===== src/ltss_pkg.sv =====
`timescale 1ns / 1ps

package ltss_pkg;

  // Width of lengths, positions, counts and entry indexes.
  localparam int unsigned LenBits = 16;

  // Varint prefixes that announce 2 and 4 following bytes; larger ones mean 8.
  localparam logic [7:0] VarintPrefix2 = 8'hfd;
  localparam logic [7:0] VarintPrefix4 = 8'hfe;

  // Byte widths of the fixed little-endian fields.
  localparam int unsigned PrevoutBytes = 32;
  localparam int unsigned WordBytes    = 4;
  localparam int unsigned ValueBytes   = 8;

  // Section codes as they appear on the section output.
  localparam logic [3:0] SecVersion      = 4'd0;
  localparam logic [3:0] SecIncount      = 4'd1;
  localparam logic [3:0] SecPrevout      = 4'd2;
  localparam logic [3:0] SecVout         = 4'd3;
  localparam logic [3:0] SecInScriptLen  = 4'd4;
  localparam logic [3:0] SecInScript     = 4'd5;
  localparam logic [3:0] SecSequence     = 4'd6;
  localparam logic [3:0] SecOutcount     = 4'd7;
  localparam logic [3:0] SecValue        = 4'd8;
  localparam logic [3:0] SecOutScriptLen = 4'd9;
  localparam logic [3:0] SecOutScript    = 4'd10;
  localparam logic [3:0] SecLocktime     = 4'd11;
  localparam logic [3:0] SecTrailing     = 4'd12;
  localparam logic [3:0] SecError        = 4'd13;

  // Parse state, one-hot.
  typedef enum logic [13:0] {
    ST_VERSION    = 14'b00000000000001,
    ST_INCOUNT    = 14'b00000000000010,
    ST_PREVOUT    = 14'b00000000000100,
    ST_VOUT       = 14'b00000000001000,
    ST_INSLEN     = 14'b00000000010000,
    ST_INSCRIPT   = 14'b00000000100000,
    ST_SEQUENCE   = 14'b00000001000000,
    ST_OUTCOUNT   = 14'b00000010000000,
    ST_VALUE      = 14'b00000100000000,
    ST_OUTSLEN    = 14'b00001000000000,
    ST_OUTSCRIPT  = 14'b00010000000000,
    ST_LOCKTIME   = 14'b00100000000000,
    ST_TRAILING   = 14'b01000000000000,
    ST_ERROR      = 14'b10000000000000
  } parse_state_e;

  // One result item.
  typedef struct packed {
    logic [3:0]         section;
    logic [LenBits-1:0] entry_index;
    logic [LenBits-1:0] field_offset;
    logic               value_done;
    logic [63:0]        number;
    logic               input_event;
    logic               output_event;
    logic [63:0]        amount;
    logic [LenBits-1:0] script_length;
    logic               tx_done;
    logic [LenBits-1:0] consumed_length;
    logic               error;
  } result_t;

  function automatic logic [3:0] sec_code(parse_state_e st);
    logic [3:0] code;
    unique case (st)
      ST_VERSION:   code = SecVersion;
      ST_INCOUNT:   code = SecIncount;
      ST_PREVOUT:   code = SecPrevout;
      ST_VOUT:      code = SecVout;
      ST_INSLEN:    code = SecInScriptLen;
      ST_INSCRIPT:  code = SecInScript;
      ST_SEQUENCE:  code = SecSequence;
      ST_OUTCOUNT:  code = SecOutcount;
      ST_VALUE:     code = SecValue;
      ST_OUTSLEN:   code = SecOutScriptLen;
      ST_OUTSCRIPT: code = SecOutScript;
      ST_LOCKTIME:  code = SecLocktime;
      ST_TRAILING:  code = SecTrailing;
      default:      code = SecError;
    endcase
    return code;
  endfunction

endpackage


===== src/legacy_tx_stream_scanner_unit.sv =====
`timescale 1ns / 1ps
// Pipeline: a byte taken at the input is held in the input stage register, and its
// result is registered in the result stage, where it waits until it is taken.
// Throughput: one byte per cycle while the result output is not stalled.
// Reset (rst_ni low, asynchronous) empties both pipeline stages and returns the
// parser to the start of a transaction, as if the next byte carried first.

module legacy_tx_stream_scanner_unit (
  input  logic                         clk_i,
  input  logic                         rst_ni,
  input  logic                         in_valid_i,
  output logic                         in_ready_o,
  input  logic [7:0]                   data_byte_i,
  input  logic [ltss_pkg::LenBits-1:0] buffer_length_i,
  input  logic                         first_i,
  output logic                         out_valid_o,
  input  logic                         out_ready_i,
  output logic [3:0]                   section_o,
  output logic [ltss_pkg::LenBits-1:0] entry_index_o,
  output logic [ltss_pkg::LenBits-1:0] field_offset_o,
  output logic                         value_done_o,
  output logic [63:0]                  number_o,
  output logic                         input_event_o,
  output logic                         output_event_o,
  output logic [63:0]                  amount_o,
  output logic [ltss_pkg::LenBits-1:0] script_length_o,
  output logic                         tx_done_o,
  output logic [ltss_pkg::LenBits-1:0] consumed_length_o,
  output logic                         error_o
);

  localparam int unsigned LB = ltss_pkg::LenBits;

  // Input stage: one registered byte waiting for the parse step.
  logic          in_valid_q;
  logic [7:0]    byte_q;
  logic [LB-1:0] len_q;
  logic          first_q;

  // Result stage.
  logic              out_valid_q;
  ltss_pkg::result_t res_q;
  ltss_pkg::result_t res;

  // Parse state registers and their next values.
  ltss_pkg::parse_state_e st_q, st_d, cur_st;
  logic [LB-1:0] fc_q, fc_d, cur_fc;
  logic [63:0]   acc_q, acc_d, cur_acc;
  logic [3:0]    vw_q, vw_d, cur_vw;
  logic [LB-1:0] el_q, el_d, cur_el;
  logic [LB-1:0] ce_q, ce_d, cur_ce;
  logic [LB-1:0] sbl_q, sbl_d, cur_sbl;
  logic [LB-1:0] pos_q, pos_d, cur_pos;
  logic [63:0]   held_q, held_d, cur_held;
  logic          failed_q, failed_d, cur_failed;
  logic          finished_q, finished_d, cur_finished;

  logic          adv;

  // Helper values of the parse step.
  logic [LB:0]   pos_inc;
  logic [LB:0]   fc_plus;
  logic [LB-1:0] fc_minus;
  logic [LB-1:0] left;
  logic          last_byte;
  logic [LB:0]   fix_width;
  logic          fix_last;
  logic [63:0]   fix_acc;
  logic [63:0]   var_acc;
  logic          var_done;
  logic [LB-1:0] var_fc;
  logic [3:0]    var_vw;
  logic          var_big;
  logic          var_nz;
  logic [LB-1:0] el_dec;
  logic [LB-1:0] fc_inc;
  logic [LB-1:0] sbl_dec;
  logic          done;
  logic          bad;

  // The pipeline moves when the input stage holds a byte and the result
  // register is empty or being emptied in this cycle. The parse state
  // advances together with it, so each byte updates the state exactly once.
  assign adv        = in_valid_q && (!out_valid_q || out_ready_i);
  assign in_ready_o = !in_valid_q || adv;

  always_ff @(posedge clk_i or negedge rst_ni) begin
    if (!rst_ni) begin
      in_valid_q <= 1'b0;
    end else if (in_valid_i && in_ready_o) begin
      in_valid_q <= 1'b1;
    end else if (adv) begin
      in_valid_q <= 1'b0;
    end
  end

  always_ff @(posedge clk_i) begin
    if (in_valid_i && in_ready_o) begin
      byte_q  <= data_byte_i;
      len_q   <= buffer_length_i;
      first_q <= first_i;
    end
  end

  always_ff @(posedge clk_i or negedge rst_ni) begin
    if (!rst_ni) begin
      out_valid_q <= 1'b0;
    end else if (adv) begin
      out_valid_q <= 1'b1;
    end else if (out_ready_i) begin
      out_valid_q <= 1'b0;
    end
  end

  always_ff @(posedge clk_i) begin
    if (adv) begin
      res_q <= res;
    end
  end

  always_ff @(posedge clk_i or negedge rst_ni) begin
    if (!rst_ni) begin
      st_q       <= ltss_pkg::ST_VERSION;
      fc_q       <= '0;
      acc_q      <= '0;
      vw_q       <= '0;
      el_q       <= '0;
      ce_q       <= '0;
      sbl_q      <= '0;
      pos_q      <= '0;
      held_q     <= '0;
      failed_q   <= 1'b0;
      finished_q <= 1'b0;
    end else if (adv) begin
      st_q       <= st_d;
      fc_q       <= fc_d;
      acc_q      <= acc_d;
      vw_q       <= vw_d;
      el_q       <= el_d;
      ce_q       <= ce_d;
      sbl_q      <= sbl_d;
      pos_q      <= pos_d;
      held_q     <= held_d;
      failed_q   <= failed_d;
      finished_q <= finished_d;
    end
  end

  // A byte flagged first restarts the parse before it is classified, so the
  // step works on the reset values instead of the stored state.
  always_comb begin
    if (first_q) begin
      cur_st       = ltss_pkg::ST_VERSION;
      cur_fc       = '0;
      cur_acc      = '0;
      cur_vw       = '0;
      cur_el       = '0;
      cur_ce       = '0;
      cur_sbl      = '0;
      cur_pos      = '0;
      cur_held     = '0;
      cur_failed   = 1'b0;
      cur_finished = 1'b0;
    end else begin
      cur_st       = st_q;
      cur_fc       = fc_q;
      cur_acc      = acc_q;
      cur_vw       = vw_q;
      cur_el       = el_q;
      cur_ce       = ce_q;
      cur_sbl      = sbl_q;
      cur_pos      = pos_q;
      cur_held     = held_q;
      cur_failed   = failed_q;
      cur_finished = finished_q;
    end
  end

  // Shared pieces: buffer bookkeeping, the fixed-field shift-in and the
  // varint shift-in. The case below picks the one that fits the section.
  always_comb begin
    pos_inc   = {1'b0, cur_pos} + 1'b1;
    last_byte = pos_inc >= {1'b0, len_q};
    left      = (pos_inc <= {1'b0, len_q}) ? (len_q - pos_inc[LB-1:0]) : '0;
    fc_plus   = {1'b0, cur_fc} + 1'b1;
    fc_minus  = cur_fc - 1'b1;
    fc_inc    = fc_plus[LB-1:0];
    sbl_dec   = cur_sbl - 1'b1;
    el_dec    = cur_el - 1'b1;

    // Fixed little-endian field: byte n lands in lane n, only the first
    // eight lanes are kept.
    unique case (cur_st)
      ltss_pkg::ST_PREVOUT: fix_width = (LB+1)'(ltss_pkg::PrevoutBytes);
      ltss_pkg::ST_VALUE:   fix_width = (LB+1)'(ltss_pkg::ValueBytes);
      default:              fix_width = (LB+1)'(ltss_pkg::WordBytes);
    endcase
    fix_last = fc_plus >= fix_width;
    fix_acc  = (cur_fc == '0) ? '0 : cur_acc;
    if (cur_fc < LB'(8)) begin
      fix_acc[{cur_fc[2:0], 3'b000} +: 8] = byte_q;
    end

    // Varint: a small prefix is the value, a large one sets the byte count.
    var_acc = cur_acc;
    var_vw  = cur_vw;
    if (cur_fc == '0) begin
      if (byte_q < ltss_pkg::VarintPrefix2) begin
        var_acc  = {56'd0, byte_q};
        var_done = 1'b1;
        var_fc   = '0;
      end else begin
        var_acc  = '0;
        var_done = 1'b0;
        var_fc   = LB'(1);
        if (byte_q == ltss_pkg::VarintPrefix2) begin
          var_vw = 4'd2;
        end else if (byte_q == ltss_pkg::VarintPrefix4) begin
          var_vw = 4'd4;
        end else begin
          var_vw = 4'd8;
        end
      end
    end else begin
      if (cur_fc <= LB'(8)) begin
        var_acc[{fc_minus[2:0], 3'b000} +: 8] = byte_q;
      end
      var_done = cur_fc >= LB'(cur_vw);
      var_fc   = var_done ? '0 : fc_inc;
    end
    var_big = (|var_acc[63:LB]) || (var_acc[LB-1:0] > left);
    var_nz  = |var_acc;
  end

  // The parse step for one byte.
  always_comb begin
    st_d       = cur_st;
    fc_d       = cur_fc;
    acc_d      = cur_acc;
    vw_d       = cur_vw;
    el_d       = cur_el;
    ce_d       = cur_ce;
    sbl_d      = cur_sbl;
    held_d     = cur_held;
    failed_d   = cur_failed;
    finished_d = cur_finished;
    pos_d      = (&cur_pos) ? cur_pos : pos_inc[LB-1:0];
    res        = '0;
    done       = 1'b0;
    bad        = 1'b0;

    if (cur_finished) begin
      res.section = ltss_pkg::SecTrailing;
    end else if (cur_failed) begin
      res.section = ltss_pkg::SecError;
    end else begin
      res.section      = ltss_pkg::sec_code(cur_st);
      res.field_offset = cur_fc;
      if (cur_st == ltss_pkg::ST_PREVOUT || cur_st == ltss_pkg::ST_VOUT ||
          cur_st == ltss_pkg::ST_INSLEN || cur_st == ltss_pkg::ST_INSCRIPT ||
          cur_st == ltss_pkg::ST_SEQUENCE || cur_st == ltss_pkg::ST_VALUE ||
          cur_st == ltss_pkg::ST_OUTSLEN || cur_st == ltss_pkg::ST_OUTSCRIPT) begin
        res.entry_index = cur_ce;
      end

      unique case (cur_st) inside
        ltss_pkg::ST_VERSION, ltss_pkg::ST_PREVOUT, ltss_pkg::ST_VOUT,
        ltss_pkg::ST_SEQUENCE, ltss_pkg::ST_VALUE, ltss_pkg::ST_LOCKTIME: begin
          acc_d = fix_acc;
          fc_d  = fix_last ? '0 : fc_inc;
          if (fix_last) begin
            unique case (cur_st)
              ltss_pkg::ST_VERSION: begin
                done = 1'b1;
                st_d = ltss_pkg::ST_INCOUNT;
              end
              ltss_pkg::ST_PREVOUT: begin
                st_d = ltss_pkg::ST_VOUT;
              end
              ltss_pkg::ST_VOUT: begin
                done              = 1'b1;
                res.input_event   = 1'b1;
                st_d              = ltss_pkg::ST_INSLEN;
              end
              ltss_pkg::ST_SEQUENCE: begin
                done = 1'b1;
                el_d = el_dec;
                ce_d = cur_ce + 1'b1;
                st_d = (el_dec != '0) ? ltss_pkg::ST_PREVOUT : ltss_pkg::ST_OUTCOUNT;
              end
              ltss_pkg::ST_VALUE: begin
                done   = 1'b1;
                held_d = fix_acc;
                st_d   = ltss_pkg::ST_OUTSLEN;
              end
              default: begin
                // Last locktime byte: the transaction is complete.
                done                = 1'b1;
                finished_d          = 1'b1;
                res.tx_done         = 1'b1;
                res.consumed_length = pos_inc[LB-1:0];
                st_d                = ltss_pkg::ST_TRAILING;
              end
            endcase
          end
        end
        ltss_pkg::ST_INCOUNT, ltss_pkg::ST_OUTCOUNT: begin
          acc_d = var_acc;
          vw_d  = var_vw;
          fc_d  = var_fc;
          if (var_done) begin
            done = 1'b1;
            bad  = var_big;
            el_d = var_acc[LB-1:0];
            ce_d = '0;
            if (cur_st == ltss_pkg::ST_INCOUNT) begin
              st_d = var_nz ? ltss_pkg::ST_PREVOUT : ltss_pkg::ST_OUTCOUNT;
            end else begin
              st_d = var_nz ? ltss_pkg::ST_VALUE : ltss_pkg::ST_LOCKTIME;
            end
          end
        end
        ltss_pkg::ST_INSLEN, ltss_pkg::ST_OUTSLEN: begin
          acc_d = var_acc;
          vw_d  = var_vw;
          fc_d  = var_fc;
          if (var_done) begin
            done  = 1'b1;
            bad   = var_big;
            sbl_d = var_acc[LB-1:0];
            fc_d  = '0;
            if (cur_st == ltss_pkg::ST_INSLEN) begin
              st_d = var_nz ? ltss_pkg::ST_INSCRIPT : ltss_pkg::ST_SEQUENCE;
            end else if (var_nz) begin
              st_d = ltss_pkg::ST_OUTSCRIPT;
            end else begin
              // An empty output script ends the output on its length byte.
              res.output_event = 1'b1;
              res.amount       = cur_held;
              el_d             = el_dec;
              ce_d             = cur_ce + 1'b1;
              st_d = (el_dec != '0) ? ltss_pkg::ST_VALUE : ltss_pkg::ST_LOCKTIME;
            end
          end
        end
        ltss_pkg::ST_INSCRIPT, ltss_pkg::ST_OUTSCRIPT: begin
          fc_d  = fc_inc;
          sbl_d = sbl_dec;
          if (sbl_dec == '0) begin
            fc_d = '0;
            if (cur_st == ltss_pkg::ST_INSCRIPT) begin
              st_d = ltss_pkg::ST_SEQUENCE;
            end else begin
              res.output_event  = 1'b1;
              res.amount        = cur_held;
              res.script_length = fc_inc;
              el_d              = el_dec;
              ce_d              = cur_ce + 1'b1;
              st_d = (el_dec != '0) ? ltss_pkg::ST_VALUE : ltss_pkg::ST_LOCKTIME;
            end
          end
        end
        default: begin
          bad = 1'b1;
        end
      endcase

      res.value_done = done;
      res.number     = done ? acc_d : '0;

      // Truncation or an oversized count or script length ends the pass with an error,
      // unless this very byte finished the transaction.
      if (!finished_d && (bad || last_byte)) begin
        failed_d  = 1'b1;
        res.error = 1'b1;
        st_d      = ltss_pkg::ST_ERROR;
      end
    end
  end

  assign out_valid_o       = out_valid_q;
  assign section_o         = res_q.section;
  assign entry_index_o     = res_q.entry_index;
  assign field_offset_o    = res_q.field_offset;
  assign value_done_o      = res_q.value_done;
  assign number_o          = res_q.number;
  assign input_event_o     = res_q.input_event;
  assign output_event_o    = res_q.output_event;
  assign amount_o          = res_q.amount;
  assign script_length_o   = res_q.script_length;
  assign tx_done_o         = res_q.tx_done;
  assign consumed_length_o = res_q.consumed_length;
  assign error_o           = res_q.error;

endmodule


===== config.mk =====
export PLATFORM = sky130hd
export DESIGN_NAME = legacy_tx_stream_scanner_unit
export DESIGN_NICKNAME = d
export VERILOG_FILES = /design/src/ltss_pkg.sv /design/src/legacy_tx_stream_scanner_unit.sv
export SDC_FILE = /design/constraint.sdc
export NUM_CORES = 1
export LEC_CHECK = 0
export ABC_AREA = 1
export BUFFER_PORTS_ARGS = -buffer_cell sky130_fd_sc_hd__buf_2
export CORE_UTILIZATION = 44
export DETAILED_ROUTE_END_ITERATION = 8
export PLACE_DENSITY = 0.58
export SLEW_MARGIN = 20
export SYNTH_ARGS = -nofsm -noshare
export SYNTH_HDL_FRONTEND = slang
export SYNTH_SLANG_ARGS = --single-unit

===== constraint.sdc =====
create_clock -name clk_i -period 11.5 [get_ports clk_i]
set_input_delay 1.15 -clock clk_i [delete_from_list [all_inputs] [get_ports clk_i]]
set_output_delay 1.15 -clock clk_i [all_outputs]
set_load 0.1 [all_outputs]

**After elaboration in Yosys (flattened, before gate mapping)**

Cells that the tools add are included.

- Register bits after elaboration: 456
- Bits in latches: 0
- Memory bits (writable): 0
- Bits in read-only memories: 0
- Input port bits: 29
- Output and inout port bits: 203
- Logic and storage cells: 234
- Memories kept: 0

- Add/sub/neg operators: 9
- Multiply operators: 0
- Divide/modulo/power cells: 0
- $lt $le $gt $ge: 8
- Equal/unequal tests: 15
- Shift-type cells: 4
- Mux-type cells: 125
- Bitwise logic cells: 6
- Reductions and logical operators: 38

Operator list:

| kind | number |
|---|---|
| 64-bit two-way mux | 13 |
| 16-bit two-way mux | 37 |
| 65-bit two-way mux | 3 |
| 16-bit one-hot mux with 4 select lines | 3 |
| 81-bit two-way mux | 2 |
| 65-bit one-hot mux with 2 select lines | 1 |
| 64-bit bitwise mux | 2 |
| 64-bit one-hot mux with 2 select lines | 1 |
| 8-bit by 8-bit variable shift with 64-bit output (first input constant) | 2 |
| 8-bit by 8-bit indexed part select with 64-bit output | 2 |
| 14-bit two-way mux | 9 |
| 13-bit one-hot mux with 5 select lines | 1 |
| 64-bit OR reduction | 1 |
| 12-bit two-way mux | 5 |
| 14-bit one-hot mux with 4 select lines | 1 |
| 4-bit one-hot mux with 13 select lines | 1 |
| 48-bit OR reduction | 1 |
| 16-bit by 1-bit adder with 17-bit output (second input constant) | 2 |
| 16-bit zero test | 2 |
| 4-bit two-way mux | 8 |
| 16-bit one-hot mux with 2 select lines | 1 |
| 16-bit by 1-bit subtractor with 16-bit output (second input constant) | 2 |
| 1-bit two-way mux | 29 |
| 8-bit two-way mux | 3 |
| 44 further kinds | 73 |

**Logic depth before layout (Yosys ltp)**

- Depth after elaboration: 18
- Gate-level depth with buffers: 44
- Gate-level depth less buffers: 37

**Least setup slack after synthesis**

Ideal clock, no wire load.

- Kind: input to register
- Start point: input out_ready_i
- End point: register pos_q[3]
- Library setup time: 0.092 ns
- Arrival: 8.130 ns
- Required time: 11.408 ns
- Slack: 3.278 ns
- Cell stages on the path: 8
- Path buffers: 2
- Cells stage by stage: inv_1 -> nand2_1 -> nand2_1 -> inv_1 -> clkbuf_1 -> clkbuf_1 -> o21ai_0 -> nand2_1

- Longest elaborated chain between the ends: 2

RTL lines:

| element | RTL line | source |
|---|---|---|
| from (decl) | legacy_tx_stream_scanner_unit.sv:17 | `input logic out_ready_i,` |
| 1-bit logical OR | legacy_tx_stream_scanner_unit.sv:84 | `assign adv = in_valid_q && (!out_valid_q \|\| out_ready_i);` |
| 1-bit logical AND | legacy_tx_stream_scanner_unit.sv:84 |  |
| net adv | legacy_tx_stream_scanner_unit.sv:58 | `logic adv;` |
| to (signal assigned) | legacy_tx_stream_scanner_unit.sv:142 | `pos_q <= pos_d;` |
| to (decl) | legacy_tx_stream_scanner_unit.sv:53 | `logic [LB-1:0] pos_q, pos_d, cur_pos;` |

The timed path passes the listed nets, and every way through them passes these cells.
A chain may end at the register's enable or synchronous reset.

**Worst setup path after layout**

- Start point: register first_q
- End point: register res_q (netlist bit amount_o[63]) (data pin)

- Longest elaborated chain between the ends: 12
- Elaborated cells on any way between the ends: 35
- Those cells by class: add/sub: 3; order compare: 2; eq/ne: 4; shift: 2; mux: 18; reduce/logical: 6

RTL lines:

| element | RTL line | source |
|---|---|---|
| from (decl) | legacy_tx_stream_scanner_unit.sv:38 | `logic first_q;` |
| from (signal assigned) | legacy_tx_stream_scanner_unit.sv:101 | `first_q <= first_i;` |
| 16-bit two-way mux | legacy_tx_stream_scanner_unit.sv:152 | `if (first_q) begin` |
| 3-bit by 1-bit subtractor with 3-bit output | legacy_tx_stream_scanner_unit.sv:186 | `fc_minus = cur_fc - 1'b1;` |
| 6-bit negator with 8-bit output | legacy_tx_stream_scanner_unit.sv:226 | `var_acc[{fc_minus[2:0], 3'b000} +: 8] = byte_q;` |
| 8-bit by 8-bit indexed part select with 64-bit output / 8-bit by 8-bit variable shift with 64-bit output (equally long branches) | legacy_tx_stream_scanner_unit.sv:226 |  |
| 64-bit bitwise mux | legacy_tx_stream_scanner_unit.sv:226 |  |
| 64-bit two-way mux | legacy_tx_stream_scanner_unit.sv:225 | `if (cur_fc <= LB'(8)) begin` |
| 64-bit two-way mux | legacy_tx_stream_scanner_unit.sv:207 | `if (cur_fc == '0) begin` |
| 64-bit OR reduction | legacy_tx_stream_scanner_unit.sv:232 | `var_nz = \|var_acc;` |
| 65-bit two-way mux | legacy_tx_stream_scanner_unit.sv:334 | `end else if (var_nz) begin` |
| 65-bit two-way mux | legacy_tx_stream_scanner_unit.sv:332 | `if (cur_st == ltss_pkg::ST_INSLEN) begin` |
| 65-bit two-way mux | legacy_tx_stream_scanner_unit.sv:327 | `if (var_done) begin` |
| 65-bit one-hot mux with 2 select lines | legacy_tx_stream_scanner_unit.sv:266 | `unique case (cur_st) inside` |
| to (signal assigned) | legacy_tx_stream_scanner_unit.sv:117 | `res_q <= res;` |
| to (decl) | legacy_tx_stream_scanner_unit.sv:42 | `ltss_pkg::result_t res_q;` |

Several ways; a longest one is shown, not always the timed one.

==> flow_metrics.tcl <==
set metrics [dict create \
    worstSetupEndpointType "register" \
    maxCapViolCount 0 \
    coreArea_sq_mm 0.0675 \
    relSlewSlack_pct 13.7 \
    endpoint "amount_o[63]" \
    cp.required_ns 11.96 \
    rows 95 \
    drc_errors 0 \
    post_drt_wl_per_cell_um 20.4 \
    synth_cell_types 58 \
    drv_slew 0 \
    crit_path_top_delay_cell "inv_1" \
    die_w_um 264 \
    reg2reg_depth 26 \
    clk_pin_slew_ns 0.07 \
    yosys.area.top_type_share_pct 22.5 \
    leakage_nw 15.3 \
    worstSetupStartpointType "register" \
    synth_flop_cell "dfrtp_1" \
    postCtsSetupBuffers 0 \
    fin_crit_sh_pct 64.8 \
    path_common_cell "nand2_1" \
    synthCells 4260 \
    yosysTopAreaCell "edfxtp_1" \
    seq_area_frac_synth_pct 41.6 \
    timing.rr.end "amount_o[63]" \
    yosys_warnings 0 \
    finalNonFillerCells 5283 \
    cts_resized 0 \
    power_w 0.00726 \
    start_util_pct 44.7 \
    max_slew.worst_pin.slew_ns 1.28 \
    cts_max_level 2 \
    wirelength_um 108000 \
    fin_setup_tns_ns 0 \
    fillers 6919 \
    area_delta_synth_final_pct 11.6 \
    path_class "reg -> reg" \
    insertion_delay_ns 0.65 \
    nets 4460 \
    portBuffers 231 \
    synth_area_sq_mm 0.0302 \
    pin_count 232 \
    fin_skew_ns 0.0381 \
    status "completed" \
    cpPeakStageDelay_ns 0.70 \
    ctsLongestPathBuffers 3 \
    power.density_mw_per_mm2 216 \
    fp.dieArea_sq_mm 0.0696 \
    globalplace.congestion 0.976 \
    grt_overflow 0 \
    drt-initial-drc-count 3321 \
    finish.utilization_pct 49.9 \
    dpl.cell_count 5177 \
    grt_pass1_vias 26900 \
    grt_start_max_net_pins 144 \
    synth_edf_count 226 \
    hp-class "in -> async" \
    async_flop_share_pct 50.4 \
    finalHoldViolations 0 \
    grt_pass1_wl_um 164000 \
    synth_area_leaders "edfxtp_1, dfrtp_1, nand2_1" \
    synth_seq_cells 456 \
    crit_start "first_q" \
    fin_crit_ns 7.45 \
    path_max_fanout 92 \
    track_usage_pct 30.3 \
    finalInstanceArea_sq_mm 0.0337 \
    setup_viol 0 \
    grt_antenna_before_repair 2 \
    cts_sinks 456 \
    r2r_start "first_q" \
    postRouteAntennaNets 0 \
    fp.dieH_um 264 \
    first_pass_iters 8 \
    syn-num-nets 4359 \
    reg2reg_slack_ns 4.05 \
    vias 29800 \
    syn_area_per_cell_sq_um 7.08 \
    cts_tree "yes" \
    final_layout_size_suffix_gt1_share_pct 9.87 \
    cts-root-buf "clkbuf_16" \
    cts_inserted_buffers 55 \
    worstPathArrival_ns 7.91 \
    cts.hold.buffers_added 0 \
    fmax_mhz 134 \
    place_area_sq_mm 0.0318 \
    routed_via_density 5.64 \
    ir_drop_mv 0.124 \
    rsz0062_at_grt "false" \
    place_hpwl_um 75400 \
]
==> kinds of logic (layout without fill, tap and decap cells) <==
logic type               count (synthesis)  in the layout  synth area share (%)
flip-flops                             456            456                  41.6
AND/OR/NAND/NOR                       2193           2193                  30.3
other                                    0              2                     0
AO/OA/AOI/OAI                          784            784                  14.3
XOR/XNOR                                51             51                  1.48
adder cells (fa/ha/maj)                 70             70                  2.93
buffers and inverters                  706            854                  9.32
==> how the worst min path moves through the flow <==
| stage | to | cells after the start |
|---|---|---|
| after CTS | ce_q[9] | 1 |
| after detailed placement | st_q[0] | 2 |
| after floorplan | st_q[0] | 2 |
| after global routing | ce_q[10] | 1 |
| final | ce_q[9] | 1 |
| after global placement | st_q[0] | 2 |
==> cells in the final DEF, fill, tap and decap left out, drive strengths merged, types with 9 or more instances in the layout <==
cell / instances
nand2: 1121
nor2: 589
inv: 473
o21ai: 412
nand3: 301
buf: 277
dfrtp: 229
edfxtp: 226
a21oi: 211
nand4: 84
clkbuf: 76
ha: 69
nor3: 66
xor2: 41
o22ai: 31
a31oi: 24
a22oi: 21
a221oi: 20
o211ai: 15
clkinv: 15
a21boi: 14
or2: 12
nor4: 12
xnor2: 10
o31ai: 9
a32oi: 9
==> metrics by stage <==
step                      hold WS (ns)  setup WS (ns)
final                            0.443           4.05
after global routing             0.480           3.44
after CTS                        0.455           4.16
after detailed placement         0.461           4.21
after global placement           0.463           4.29
after floorplan                  0.448           3.28
==> metal layers <==
layer | wire length, um | vias up | global-route usage [%]
met4 | 3230 | 4 | 9.43
met2 | 46100 | 1234 | 44.6
li1 | - | 14300 | -
met1 | 49500 | 14100 | 44.7
met3 | 9020 | 190 | 5.56
met5 | 35 | - | 0
==> final cells by class <==
class                   count  area [sq um]  share of cell area (%)
multi-input cells        3098         14800                    44.1
flip-flops and latches    456         12500                    37.3
inverters                 473          1790                    5.32
clock buffers              76          1540                    4.56
repair buffers            277          1510                    4.49
well taps                 873          1090                    3.24
clock inverters            28           355                    1.06
diodes                      2          5.00                  0.0149
==> worst max-delay path: cells and delay by family, from the launching register on <==
kind                     cells  cell delay [ns]
buffers and inverters        6             2.39
flip-flops                   1             0.45
AO/OA/AOI/OAI                1             0.15
adder cells (fa/ha/maj)      3             1.03
AND/OR/NAND/NOR             16             3.12
==> cell usage after synthesis (all sizes together) (10+ instances only) <==
master	n
o211ai	15
nand3	301
a31oi	24
buf	84
clkbuf	149
nor2	589
dfrtp	229
nand2	1121
nor3	66
edfxtp	226
a21oi	211
nor4	12
or2	12
xor2	41
ha	69
nand4	84
inv	470
a21boi	14
o22ai	31
o21ai	412
a22oi	21
xnor2	10
a221oi	20
==> where the power goes <==
group          switching [W]  total, W  internal [W]  leakage [nW]
logic                0.00248   0.00319      0.000716          9.27
clock network       0.000761   0.00184       0.00108         0.899
registers           0.000176   0.00223       0.00206          5.17
total                0.00341   0.00726       0.00385          15.3
==> state kept, by name, indices dropped and copies added, names as in the netlist, 4 cells and up <==
signal	flops
acc_q	64
amount_o	64
held_q	64
number_o	64
ce_q	16
consumed_length_o	16
el_q	16
entry_index_o	16
fc_q	16
field_offset_o	16
len_q	16
pos_q	16
sbl_q	16
script_length_o	16
st_q	14
byte_q	8
section_o	4
vw_q	4
Power figures use the tool's default switching activity.
